<file path="config.mk">
export PLATFORM = sky130hd
export DESIGN_NAME = two_level_page_walker_core
export DESIGN_NICKNAME = d
export VERILOG_FILES = /design/src/sv/tlpw_pkg.sv /design/src/sv/tlpw_cfg.sv /design/src/sv/tlpw_walk.sv /design/src/sv/tlpw_out.sv /design/src/sv/two_level_page_walker_core.sv
export SDC_FILE = /design/constraint.sdc
export NUM_CORES = 1
export LEC_CHECK = 0
export ABC_CLOCK_PERIOD_IN_PS = 5000
export BUFFER_PORTS_ARGS = -buffer_cell sky130_fd_sc_hd__buf_2
export CAP_MARGIN = 15
export CORE_ASPECT_RATIO = 1.4
export CORE_UTILIZATION = 40
export CTS_BUF_LIST = sky130_fd_sc_hd__clkbuf_4 sky130_fd_sc_hd__clkbuf_8
export DETAILED_ROUTE_END_ITERATION = 10
export HOLD_SLACK_MARGIN = 0.06
export MAX_ROUTING_LAYER = met4
export PLACE_DENSITY = 0.57
export SLEW_MARGIN = 20
export SYNTH_ARGS = -nofsm -noshare
export SYNTH_HDL_FRONTEND = slang
export SYNTH_SLANG_ARGS = --single-unit
</file>
<file path="constraint.sdc">
create_clock -name clk_i -period 5 [get_ports clk_i]
set_input_delay 0 -clock clk_i [delete_from_list [all_inputs] [get_ports clk_i]]
set_output_delay 0 -clock clk_i [all_outputs]
set_load 0.005 [all_outputs]
</file>
<file path="src/sv/tlpw_pkg.sv">
// ----------------------------------------------------------------------------
// tlpw_pkg
// Shared types and constants of the two-level page walker.
// ----------------------------------------------------------------------------
package tlpw_pkg;

  localparam int unsigned CfgIdxW  = 2;
  localparam int unsigned CfgDataW = 20;
  localparam int unsigned InDataW  = 72;
  localparam int unsigned OutDataW = 104;
  localparam int unsigned NumRes   = 3;

  localparam logic [CfgIdxW-1:0] CFG_DIR_BASE = 2'd0;
  localparam logic [CfgIdxW-1:0] CFG_WP       = 2'd1;
  localparam logic [CfgIdxW-1:0] CFG_WP_HON   = 2'd2;

  localparam logic [31:0] PTE_ACCESSED       = 32'h0000_0020;
  localparam logic [31:0] PTE_ACCESSED_DIRTY = 32'h0000_0060;

  typedef enum logic {
    OP_REQUEST  = 1'b0,
    OP_RESPONSE = 1'b1
  } opcode_e;

  typedef enum logic [1:0] {
    KIND_READ  = 2'd0,
    KIND_WRITE = 2'd1,
    KIND_DONE  = 2'd2
  } kind_e;

  typedef enum logic [1:0] {
    ST_TRANSLATED = 2'd0,
    ST_FAULT      = 2'd1,
    ST_REFUSED    = 2'd2,
    ST_DENIED     = 2'd3
  } status_e;

  typedef enum logic [1:0] {
    PH_IDLE = 2'd0,
    PH_DIR  = 2'd1,
    PH_TAB  = 2'd2
  } phase_e;

  typedef struct packed {
    logic [19:0] dir_base;
    logic        wp;
    logic        wp_honored;
  } cfg_t;

  typedef struct packed {
    logic probe;
    logic ovr;
    logic user;
    logic wr;
  } flags_t;

  typedef struct packed {
    opcode_e     opcode;
    logic [31:0] linear_address;
    flags_t      flags;
    logic        abort_pending;
    logic [31:0] read_data;
  } in_t;

  typedef struct packed {
    kind_e       kind;
    logic [31:0] mem_address;
    logic [31:0] mem_data;
    status_e     status;
    logic [2:0]  error_code;
    logic [31:0] physical_address;
    logic        user_page;
    logic        last;
  } res_t;

  typedef struct packed {
    res_t [NumRes-1:0] res;
    logic [1:0]        cnt;
  } grp_t;

endpackage

</file>
<file path="src/sv/tlpw_cfg.sv">
// ----------------------------------------------------------------------------
// tlpw_cfg
// Configuration registers of the page walker.
// ----------------------------------------------------------------------------
module tlpw_cfg (
  input  logic                           clk_i,
  input  logic                           rst_ni,
  input  logic                           we_i,
  input  logic [tlpw_pkg::CfgIdxW-1:0]   idx_i,
  input  logic [tlpw_pkg::CfgDataW-1:0]  data_i,
  output tlpw_pkg::cfg_t                 cfg_o
);

  tlpw_pkg::cfg_t cfg_q, cfg_d;

  always_comb begin
    cfg_d = cfg_q;
    if (we_i) begin
      unique case (idx_i)
        tlpw_pkg::CFG_DIR_BASE: cfg_d.dir_base   = data_i;
        tlpw_pkg::CFG_WP:       cfg_d.wp         = data_i[0];
        tlpw_pkg::CFG_WP_HON:   cfg_d.wp_honored = data_i[0];
        default: ;
      endcase
    end
  end

  always_ff @(posedge clk_i or negedge rst_ni) begin
    if (!rst_ni) begin
      cfg_q.dir_base   <= '0;
      cfg_q.wp         <= 1'b0;
      cfg_q.wp_honored <= 1'b1;
    end else begin
      cfg_q <= cfg_d;
    end
  end

  assign cfg_o = cfg_q;

endmodule

</file>
<file path="src/sv/tlpw_walk.sv">
// ----------------------------------------------------------------------------
// tlpw_walk
// Walk state and the single-pass step logic that forms the result group.
// ----------------------------------------------------------------------------
module tlpw_walk (
  input  logic           clk_i,
  input  logic           rst_ni,
  input  tlpw_pkg::cfg_t cfg_i,
  input  logic           fire_i,
  input  tlpw_pkg::in_t  in_i,
  output tlpw_pkg::grp_t grp_o
);

  tlpw_pkg::phase_e phase_q, phase_d;
  logic [31:0]      held_q, held_d;
  tlpw_pkg::flags_t flags_q, flags_d;
  logic [31:0]      dent_q, dent_d;

  logic        w, u, ovr, prb;
  logic [2:0]  err;
  logic [31:0] rd, comb;
  logic        fail;
  logic [31:0] dir_wb_addr, tab_wb_addr, phys;
  tlpw_pkg::res_t done_r;

  assign w    = flags_q.wr;
  assign u    = flags_q.user;
  assign ovr  = flags_q.ovr;
  assign prb  = flags_q.probe;
  assign err  = {u, w, 1'b0};
  assign rd   = in_i.read_data;
  assign comb = rd & dent_q;

  always_comb begin
    fail = !rd[0] || (u && !comb[2] && !ovr);
    if (w && !comb[1]) begin
      if (prb) begin
        if (u || cfg_i.wp) fail = 1'b1;
      end else begin
        if ((u && !ovr) || (cfg_i.wp_honored && cfg_i.wp)) fail = 1'b1;
      end
    end
  end

  assign dir_wb_addr = {cfg_i.dir_base, held_q[31:22], 2'b00};
  assign tab_wb_addr = {dent_q[31:12], held_q[21:12], 2'b00};
  assign phys        = {rd[31:12], held_q[11:0]};

  always_comb begin
    phase_d = phase_q;
    held_d  = held_q;
    flags_d = flags_q;
    dent_d  = dent_q;
    if (in_i.opcode == tlpw_pkg::OP_REQUEST) begin
      if (!in_i.abort_pending) begin
        held_d  = in_i.linear_address;
        flags_d = in_i.flags;
        phase_d = tlpw_pkg::PH_DIR;
      end
    end else begin
      unique case (phase_q)
        tlpw_pkg::PH_DIR: begin
          if (rd[0]) begin
            dent_d  = rd;
            phase_d = tlpw_pkg::PH_TAB;
          end else begin
            phase_d = tlpw_pkg::PH_IDLE;
          end
        end
        tlpw_pkg::PH_TAB: phase_d = tlpw_pkg::PH_IDLE;
        default: ;
      endcase
    end
  end

  always_comb begin
    grp_o  = '0;
    done_r = '0;
    done_r.kind = tlpw_pkg::KIND_DONE;
    done_r.last = 1'b1;
    if (in_i.opcode == tlpw_pkg::OP_REQUEST) begin
      grp_o.cnt = 2'd1;
      if (in_i.abort_pending) begin
        grp_o.res[0]        = done_r;
        grp_o.res[0].status = tlpw_pkg::ST_REFUSED;
      end else begin
        grp_o.res[0].kind        = tlpw_pkg::KIND_READ;
        grp_o.res[0].mem_address = {cfg_i.dir_base, in_i.linear_address[31:22], 2'b00};
        grp_o.res[0].last        = 1'b1;
      end
    end else begin
      unique case (phase_q)
        tlpw_pkg::PH_DIR: begin
          grp_o.cnt = 2'd1;
          if (rd[0]) begin
            grp_o.res[0].kind        = tlpw_pkg::KIND_READ;
            grp_o.res[0].mem_address = {rd[31:12], held_q[21:12], 2'b00};
            grp_o.res[0].last        = 1'b1;
          end else begin
            grp_o.res[0] = done_r;
            if (prb) begin
              grp_o.res[0].status = tlpw_pkg::ST_DENIED;
            end else begin
              grp_o.res[0].status     = tlpw_pkg::ST_FAULT;
              grp_o.res[0].error_code = err;
            end
          end
        end
        tlpw_pkg::PH_TAB: begin
          if (fail) begin
            grp_o.cnt    = 2'd1;
            grp_o.res[0] = done_r;
            if (prb) begin
              grp_o.res[0].status = tlpw_pkg::ST_DENIED;
            end else begin
              grp_o.res[0].status     = tlpw_pkg::ST_FAULT;
              grp_o.res[0].error_code = err | {2'b00, rd[0]};
            end
          end else if (prb) begin
            grp_o.cnt                     = 2'd1;
            grp_o.res[0]                  = done_r;
            grp_o.res[0].physical_address = phys;
            grp_o.res[0].user_page        = rd[2];
          end else begin
            grp_o.cnt                     = 2'd3;
            grp_o.res[0].kind             = tlpw_pkg::KIND_WRITE;
            grp_o.res[0].mem_address      = dir_wb_addr;
            grp_o.res[0].mem_data         = dent_q | tlpw_pkg::PTE_ACCESSED;
            grp_o.res[1].kind             = tlpw_pkg::KIND_WRITE;
            grp_o.res[1].mem_address      = tab_wb_addr;
            grp_o.res[1].mem_data         = rd | (w ? tlpw_pkg::PTE_ACCESSED_DIRTY
                                                    : tlpw_pkg::PTE_ACCESSED);
            grp_o.res[2]                  = done_r;
            grp_o.res[2].physical_address = phys;
            grp_o.res[2].user_page        = rd[2];
          end
        end
        default: grp_o.cnt = 2'd0;
      endcase
    end
  end

  always_ff @(posedge clk_i or negedge rst_ni) begin
    if (!rst_ni) begin
      phase_q <= tlpw_pkg::PH_IDLE;
      held_q  <= '0;
      flags_q <= '0;
      dent_q  <= '0;
    end else if (fire_i) begin
      phase_q <= phase_d;
      held_q  <= held_d;
      flags_q <= flags_d;
      dent_q  <= dent_d;
    end
  end

endmodule

</file>
<file path="src/sv/tlpw_out.sv">
// ----------------------------------------------------------------------------
// tlpw_out
// Result register that holds one result group and hands out its items in order.
// ----------------------------------------------------------------------------
module tlpw_out (
  input  logic           clk_i,
  input  logic           rst_ni,
  input  logic           load_i,
  input  tlpw_pkg::grp_t grp_i,
  output logic           free_o,
  output logic           valid_o,
  input  logic           ready_i,
  output tlpw_pkg::res_t res_o
);

  tlpw_pkg::grp_t grp_q;
  logic           v_q, v_d;
  logic [1:0]     idx_q, idx_d;
  logic           at_end;

  assign at_end  = (idx_q == grp_q.cnt - 2'd1);
  assign free_o  = !v_q || (ready_i && at_end);
  assign valid_o = v_q;
  assign res_o   = grp_q.res[idx_q];

  always_comb begin
    v_d   = v_q;
    idx_d = idx_q;
    if (v_q && ready_i) begin
      if (at_end) begin
        v_d = 1'b0;
      end else begin
        idx_d = idx_q + 2'd1;
      end
    end
    if (load_i) begin
      v_d   = (grp_i.cnt != 2'd0);
      idx_d = 2'd0;
    end
  end

  always_ff @(posedge clk_i or negedge rst_ni) begin
    if (!rst_ni) begin
      v_q   <= 1'b0;
      idx_q <= 2'd0;
    end else begin
      v_q   <= v_d;
      idx_q <= idx_d;
    end
  end

  always_ff @(posedge clk_i) begin
    if (load_i) begin
      grp_q <= grp_i;
    end
  end

endmodule

</file>
<file path="src/sv/two_level_page_walker_core.sv">
// ----------------------------------------------------------------------------
// two_level_page_walker_core
// Two-level page table walker for 32-bit linear addresses.
// ----------------------------------------------------------------------------
// The slave stream takes requests (tuser low) and memory read responses
// (tuser high). The master stream gives memory reads, entry write-backs and
// a done item with status, fault code and physical address; tlast marks the
// final item caused by one input item. The configuration port writes the
// directory frame and the write-protect controls; write them only while the
// block is idle, which the block itself does not enforce. An accepted item
// enters an input register; once the result register is free, the walk logic
// updates the walk state and loads the result register from it. Items are
// taken one per cycle as long as each causes at most one result and the
// receiver does not stall; a successful normal walk ends with three result
// items, which occupy the result register until all three are taken. A
// response that arrives with no walk in progress causes no result.
// When the receiver stalls, the result register holds its item and the input
// register holds one more; tready on the slave side then drops.
// Reset leaves the walker idle with no item held, the directory frame and
// write-protect flag clear and write-protect honoring on.
// ----------------------------------------------------------------------------
module two_level_page_walker_core (
  input  logic                                   clk_i,
  input  logic                                   rst_ni,
  input  logic                                   cfg_we_i,
  input  logic [tlpw_pkg::CfgIdxW-1:0]           cfg_idx_i,
  input  logic [tlpw_pkg::CfgDataW-1:0]          cfg_data_i,
  input  logic                                   s_axis_tvalid,
  output logic                                   s_axis_tready,
  // linear_address, is_write, user_mode, privilege_override, probe,
  // abort_pending, read_data, zero fill
  input  logic [tlpw_pkg::InDataW-1:0]           s_axis_tdata,
  // opcode
  input  logic                                   s_axis_tuser,
  output logic                                   m_axis_tvalid,
  input  logic                                   m_axis_tready,
  // mem_address, mem_data, status, error_code, physical_address, user_page,
  // zero fill
  output logic [tlpw_pkg::OutDataW-1:0]          m_axis_tdata,
  // kind
  output logic [1:0]                             m_axis_tuser,
  output logic                                   m_axis_tlast
);

  tlpw_pkg::cfg_t cfg;
  tlpw_pkg::in_t  in_q, in_d;
  logic           in_v_q;
  logic           fire, out_free;
  tlpw_pkg::grp_t grp;
  tlpw_pkg::res_t res;

  assign fire          = in_v_q && out_free;
  assign s_axis_tready = !in_v_q || out_free;

  always_comb begin
    in_d.opcode         = tlpw_pkg::opcode_e'(s_axis_tuser);
    in_d.linear_address = s_axis_tdata[31:0];
    in_d.flags.wr       = s_axis_tdata[32];
    in_d.flags.user     = s_axis_tdata[33];
    in_d.flags.ovr      = s_axis_tdata[34];
    in_d.flags.probe    = s_axis_tdata[35];
    in_d.abort_pending  = s_axis_tdata[36];
    in_d.read_data      = s_axis_tdata[68:37];
  end

  always_ff @(posedge clk_i or negedge rst_ni) begin
    if (!rst_ni) begin
      in_v_q <= 1'b0;
    end else if (s_axis_tready) begin
      in_v_q <= s_axis_tvalid;
    end
  end

  always_ff @(posedge clk_i) begin
    if (s_axis_tvalid && s_axis_tready) begin
      in_q <= in_d;
    end
  end

  tlpw_cfg u_cfg (
    .clk_i  (clk_i),
    .rst_ni (rst_ni),
    .we_i   (cfg_we_i),
    .idx_i  (cfg_idx_i),
    .data_i (cfg_data_i),
    .cfg_o  (cfg)
  );

  tlpw_walk u_walk (
    .clk_i  (clk_i),
    .rst_ni (rst_ni),
    .cfg_i  (cfg),
    .fire_i (fire),
    .in_i   (in_q),
    .grp_o  (grp)
  );

  tlpw_out u_out (
    .clk_i   (clk_i),
    .rst_ni  (rst_ni),
    .load_i  (fire),
    .grp_i   (grp),
    .free_o  (out_free),
    .valid_o (m_axis_tvalid),
    .ready_i (m_axis_tready),
    .res_o   (res)
  );

  assign m_axis_tdata = {2'b00, res.user_page, res.physical_address, res.error_code,
                         res.status, res.mem_data, res.mem_address};
  assign m_axis_tuser = res.kind;
  assign m_axis_tlast = res.last;

endmodule

</file>
**Yosys cells after proc, flatten, opt, wreduce, memory -nomap -nowiden**

Index checks and enable logic that the tools add are counted.

- Bits in registers: 444
- Input bits: 100
- Output and inout bits: 109
- Word-level logic and storage cells: 125

- Add/subtract/negate cells: 2
- Magnitude comparators: 1
- Eq/ne operators: 8
- Multiplexer cells: 32
- Bitwise operators: 6
- Reductions and logical operators: 34

Operator list:

| operator | count |
|---|---|
| 107-bit two-way mux | 2 |
| 105-bit binary-select mux with 2-bit select | 1 |
| 105-bit case mux with 2 select lines | 1 |
| 171-bit two-way mux | 1 |
| 105-bit two-way mux | 1 |
| 34-bit two-way mux | 3 |
| 38-bit two-way mux | 2 |
| 66-bit two-way mux | 1 |
| 32-bit by 7-bit bitwise OR with 32-bit output | 1 |
| 2-bit two-way mux | 8 |
| 2-bit AND reduction | 5 |
| 1-bit logical AND | 9 |
| 2-bit case mux with 2 select lines | 2 |
| 1-bit two-way mux | 7 |
| 7-bit two-way mux | 1 |
| 1-bit logical NOT | 6 |
| 3-bit two-way mux | 2 |
| 3-bit AND reduction | 2 |
| 2-bit nonzero test | 3 |
| 1-bit logical OR | 5 |
| 2-bit by 1-bit == test with 1-bit output, second input constant | 2 |
| 2-bit == test, second input constant | 2 |
| 4-bit AND reduction | 1 |
| 4-bit OR reduction | 1 |
| other kinds (12) | 14 |

**Depth between registers and ports, before layout**

- Depth in word-level cells: 13
- Mapped depth: 10
- Depth with buffers taken out: 8

**By module**

A second synthesis with hierarchy kept.

- Cells, all modules: 1,354
- Area, all modules: 20,322.0 um2

Modules (own cells, without submodules):

| module | times used | cells an instance | area each (um2) | sequential area each (um2) |
|---|---|---|---|---|
| tlpw_out | 1 | 691 | 12,029.0 | 9,594.2 |
| tlpw_walk | 1 | 536 | 5,256.3 | 1,726.7 |
| two_level_page_walker_core | 1 | 78 | 2,180.8 | 2,127.0 |
| tlpw_cfg | 1 | 49 | 855.8 | 551.8 |

**Worst setup path after synthesis**

OpenSTA, ideal clock, no wires.

- Path kind: reg-to-reg
- Start point: register u_out.idx_q[1]
- End point: register u_walk.held_q[22]
- Library setup time: 0.130 ns
- Data arrival time: 4.145 ns
- Data required time: 4.870 ns
- Slack: 0.725 ns
- Cell stages (with the launch flop): 11
- Path buffers: 3
- Clock period less this slack: 4.275 ns
- Path through: dfrtp_1 -> buf_2 -> xnor2_1 -> mux2_1 -> and2_4 -> nand2b_4 -> inv_2 -> nand2_4 -> buf_2 -> buf_2 -> o2bb2ai_1

- Word-level cells in the longest chain between the ends: 5

RTL lines:

| item | RTL line | source |
|---|---|---|
| start, declared | tlpw_out.sv:18 | `logic [1:0] idx_q, idx_d;` |
| start signal, assigned | tlpw_out.sv:48 | `idx_q <= idx_d;` |
| 2-bit == test | tlpw_out.sv:21 | `assign at_end = (idx_q == grp_q.cnt - 2'd1);` |
| 1-bit logical AND | tlpw_out.sv:22 | `assign free_o = !v_q \|\| (ready_i && at_end);` |
| 1-bit logical OR | tlpw_out.sv:22 |  |
| 1-bit logical AND | two_level_page_walker_core.sv:52 | `assign fire = in_v_q && out_free;` |
| net fire | two_level_page_walker_core.sv:48 | `logic fire, out_free;` |
| 3-bit AND reduction (no line) | - |  |
| end signal, assigned | tlpw_walk.sv:151 | `held_q <= held_d;` |
| end, declared | tlpw_walk.sv:15 | `logic [31:0] held_q, held_d;` |

The timed path passes the listed nets, and every way through them passes these cells.
A chain may end at the register's enable or synchronous reset.

**Worst setup path in the final report**

- Start point: register u_out.idx_q[0]
- End point: register u_walk.dent_q[27]

- Word-level cells in the longest chain between the ends: 5

RTL lines:

| item | RTL line | source |
|---|---|---|
| 2-bit == test | tlpw_out.sv:21 |  |
| 1-bit logical AND | tlpw_out.sv:22 |  |
| 1-bit logical OR | tlpw_out.sv:22 |  |
| 1-bit logical AND | two_level_page_walker_core.sv:52 |  |
| net fire | two_level_page_walker_core.sv:48 |  |
| 4-bit AND reduction (no line) | - |  |
| end signal, assigned | tlpw_walk.sv:153 | `dent_q <= dent_d;` |
| end, declared | tlpw_walk.sv:17 | `logic [31:0] dent_q, dent_d;` |

The timed path passes the listed nets, and every way through them passes these cells.

==> metrics.yaml <==
outcome:
  status: "completed"
die:
  num_rows: 81
  die_y_um: 226
  io-pin-count: 209
  die_x_um: 162
  initial_core_util_pct: 40.7
  dieArea_mm2: 0.0365
  core_area_mm2: 0.0351
power_and_ir_drop:
  swShare_pct: 32.2
  p_int_w: 0.00728
  vdd_drop_max_uv: 378
  pwr-share-seq_pct: 47.8
  power.density_mw_per_mm2: 596
  clkPwrFrac_pct: 22.9
  p_sw_w: 0.00346
  comb_power_share_pct: 29.3
  p_leak_nw: 7.52
cts:
  clk_pin_slew_ns: 0.06
  cts.path.max_buffers: 3
  postCtsHoldBufs: 112
  cts-buffers-inserted: 52
  clock-root-buffer: "clkbuf_8"
  htree_levels: 2
  ctsResizeCount: 0
  cts.sinks: 343
  clock_latency_ns: 0.59
  post_cts_buffers: 0
  tritoncts: "built"
routing:
  dr_total_vias: 8532
  drt_iter0_drc: 391
  wl_per_cell_um: 17.5
  ant_nets: 0
  wirelength_um: 31300
  viasPerCell: 4.79
  dr.pass1.iters: 7
  drc_errors: 0
grt:
  grt_use_met2_pct: 31.0
  grt_pass1_vias: 8774
  grt_max_degree: 112
  grt_util_met3_pct: 2.98
  top_usage_layer: "met2"
  use_met1_pct: 20.8
  grt.overflow.total: 0
  antenna_found_initial: 1
  grt_first_pass_wirelength_um: 48300
  track_usage_pct: 18.0
setup_path:
  crit_slowest_cell: "dfrtp_4"
  startpoint_type: "flop"
  cpPeakStageDelay_ns: 1.06
  crit_family: "flip-flops"
  cp-end-kind: "flop"
  arrival_ns: 3.83
  cp.required_ns: 5.46
  crit_type: "flop to flop"
  path_max_fanout: 71
  cp.buffers_inverters: 2
  crit_chain: "nand3b_1 > mux2_1 > and2_4 > nand2b_4 > inv_8 > nand4_4 > buf_4 > mux2_4"
logic_synthesis:
  yosysWarnings: 0
  ys_async_sr_fraction_pct: 27.7
  syn_area_per_cell_um2: 14.8
  synth_edf_count: 248
  synth-main-ff-cell: "edfxtp_1"
  yosysSeqAreaShare_pct: 68.8
  synth-seq-cells: 343
  synth_area_mm2: 0.0143
  netlist_instances: 964
  yosysUniqueCellTypes: 52
placed_design:
  place_inst: 1572
  numPortBuffers: 200
  gp_congestion: 0.739
  preCtsSetupSlack_ns: 1.56
  hpwl_um: 18300
layout:
  layout-drive-gt1-share_pct: 29.7
  layout_commonest_cell: "edfxtp_1"
  area_delta_synth_final_pct: 26.0
  final_cells: 1783
  nets: 1384
  final_cell_mix: "edfxtp_1, buf_2, and2_1, dlygate4sd3_1, nor2_1"
timing:
  setup-tns-final_ns: 0
  finalMaxSlewViolations: 0
  worst_pin_slew_ns: 1.03
  rsz0062_at_grt: "false"
  skew_ns: 0.0231
  finalWorstSetupSlack_ns: 1.63
  fin_crit_sh_pct: 67.4
  setup_viol: 0
  fmax_mhz: 297
  period_needed_ns: 3.37
  slew_headroom_pct: 31.0
  hold_viol: 0
min_path:
  min_path_type: "primary input to flop"
flow_run:
  cap_viol_max_count: 0
-- through the flow --
stage / instance area, um2 / power, W / hold slack, ns / util [%]
6_report: 18000 / 0.0107 / 0.116 / 51.3
5_1_grt: 18000 / 0.0114 / 0.0861 / 51.3
4_1_cts: 18000 / 0.0109 / 0.0603 / 51.3
3_5_place_dp: 15700 / 0.00834 / 0.111 / 44.9
3_3_place_gp: 15700 / 0.00824 / 0.0995 / 44.9
2_1_floorplan: 14300 / 0.00704 / -0.296 / -
-- final timing paths --
path | start | end | slack (ns) | cells after the start
max | u_out.idx_q[0] | u_walk.dent_q[27] | 1.63 | 8
min | s_axis_tdata[22] | in_q[59] | 0.12 | 2
max reg2reg | u_out.idx_q[0] | u_walk.dent_q[27] | 1.63 | 8
min reg2reg | u_walk.dent_q[0] | u_walk.dent_q[0] | 0.46 | 1
max in group asynchronous | rst_ni | u_out.idx_q[0] | 3.77 | 4
min in group asynchronous | rst_ni | u_cfg.cfg_o[0] | 0.51 | 3
-- cell type report --
cell class,count,area [um2]
fillers,3078,17100
inverters,15,63.8
diodes,1,2.50
clock inverters,18,158
repair buffers,322,2230
flip-flops and latches,343,9830
well taps,456,571
multi-input cells,548,4180
clock buffers,80,970
-- power by group through the flow --
stage	registers, W	logic [W]	clock network, W
after global placement	0.00516	0.00308	0
after global routing	0.00529	0.00347	0.00265
after detailed placement	0.00520	0.00313	0
after floorplan	0.00492	0.00212	0
final	0.00513	0.00314	0.00246
after CTS	0.00516	0.00323	0.00254
-- worst reg2reg max path, stage by stage (launching register included) --
cell and delay, ns:
dfrtp_4 1.06, nand3b_1 0.15, mux2_1 0.32, and2_4 0.17, nand2b_4 0.23, inv_8 0.39
nand4_4 0.16, buf_4 0.36, mux2_4 0.39
-- state kept, by name (all words and copies together) (netlist names) --
signal,count
u_out.grp_q,179
in_q,69
u_walk.held_q,32
u_walk.dent_q,31
u_cfg.cfg_o,22
u_out.idx_q,2
u_walk.phase_q,2
in_v_q,1
u_out.valid_o,1
u_walk.ovr,1
u_walk.prb,1
u_walk.u,1
u_walk.w,1
-- routing by layer --
layer	wire length, um	vias to the layer above
met5	0	-
met4	960	0
met3	1300	69
met2	16200	190
met1	12800	4164
li1	-	4109
-- cells by family after synthesis --
group | Yosys count | share of synthesized area (%)
flops | 343 | 68.8
simple gates | 299 | 11.2
mux | 173 | 13.5
buf+inv | 76 | 2.32
compound gates | 69 | 3.84
fa+ha+maj | 2 | 0.175
other cells | 1 | 0.0263
xor+xnor | 1 | 0.0613
-- cell usage after synthesis (4+ instances only) --
cell type	number	area share [%]
nor2_1	101	2.7
mux2_4	28	2.9
nor3_1	4	0.14
nand2b_1	8	0.35
inv_1	14	0.37
o21ai_0	5	0.18
mux2_2	50	3.9
buf_1	8	0.21
mux2i_1	94	6.6
buf_2	6	0.21
o2bb2ai_1	10	0.61
a22o_1	20	1.2
dfrtp_1	94	16
edfxtp_1	248	52
buf_4	4	0.21
nand3_1	4	0.14
a222oi_1	10	0.70
and2_1	141	6.2
nand3b_1	4	0.21
a21oi_1	10	0.35
nand2_1	20	0.53
clkbuf_1	39	1.0
nor3b_1	4	0.21
Power figures use the tool's default switching activity.
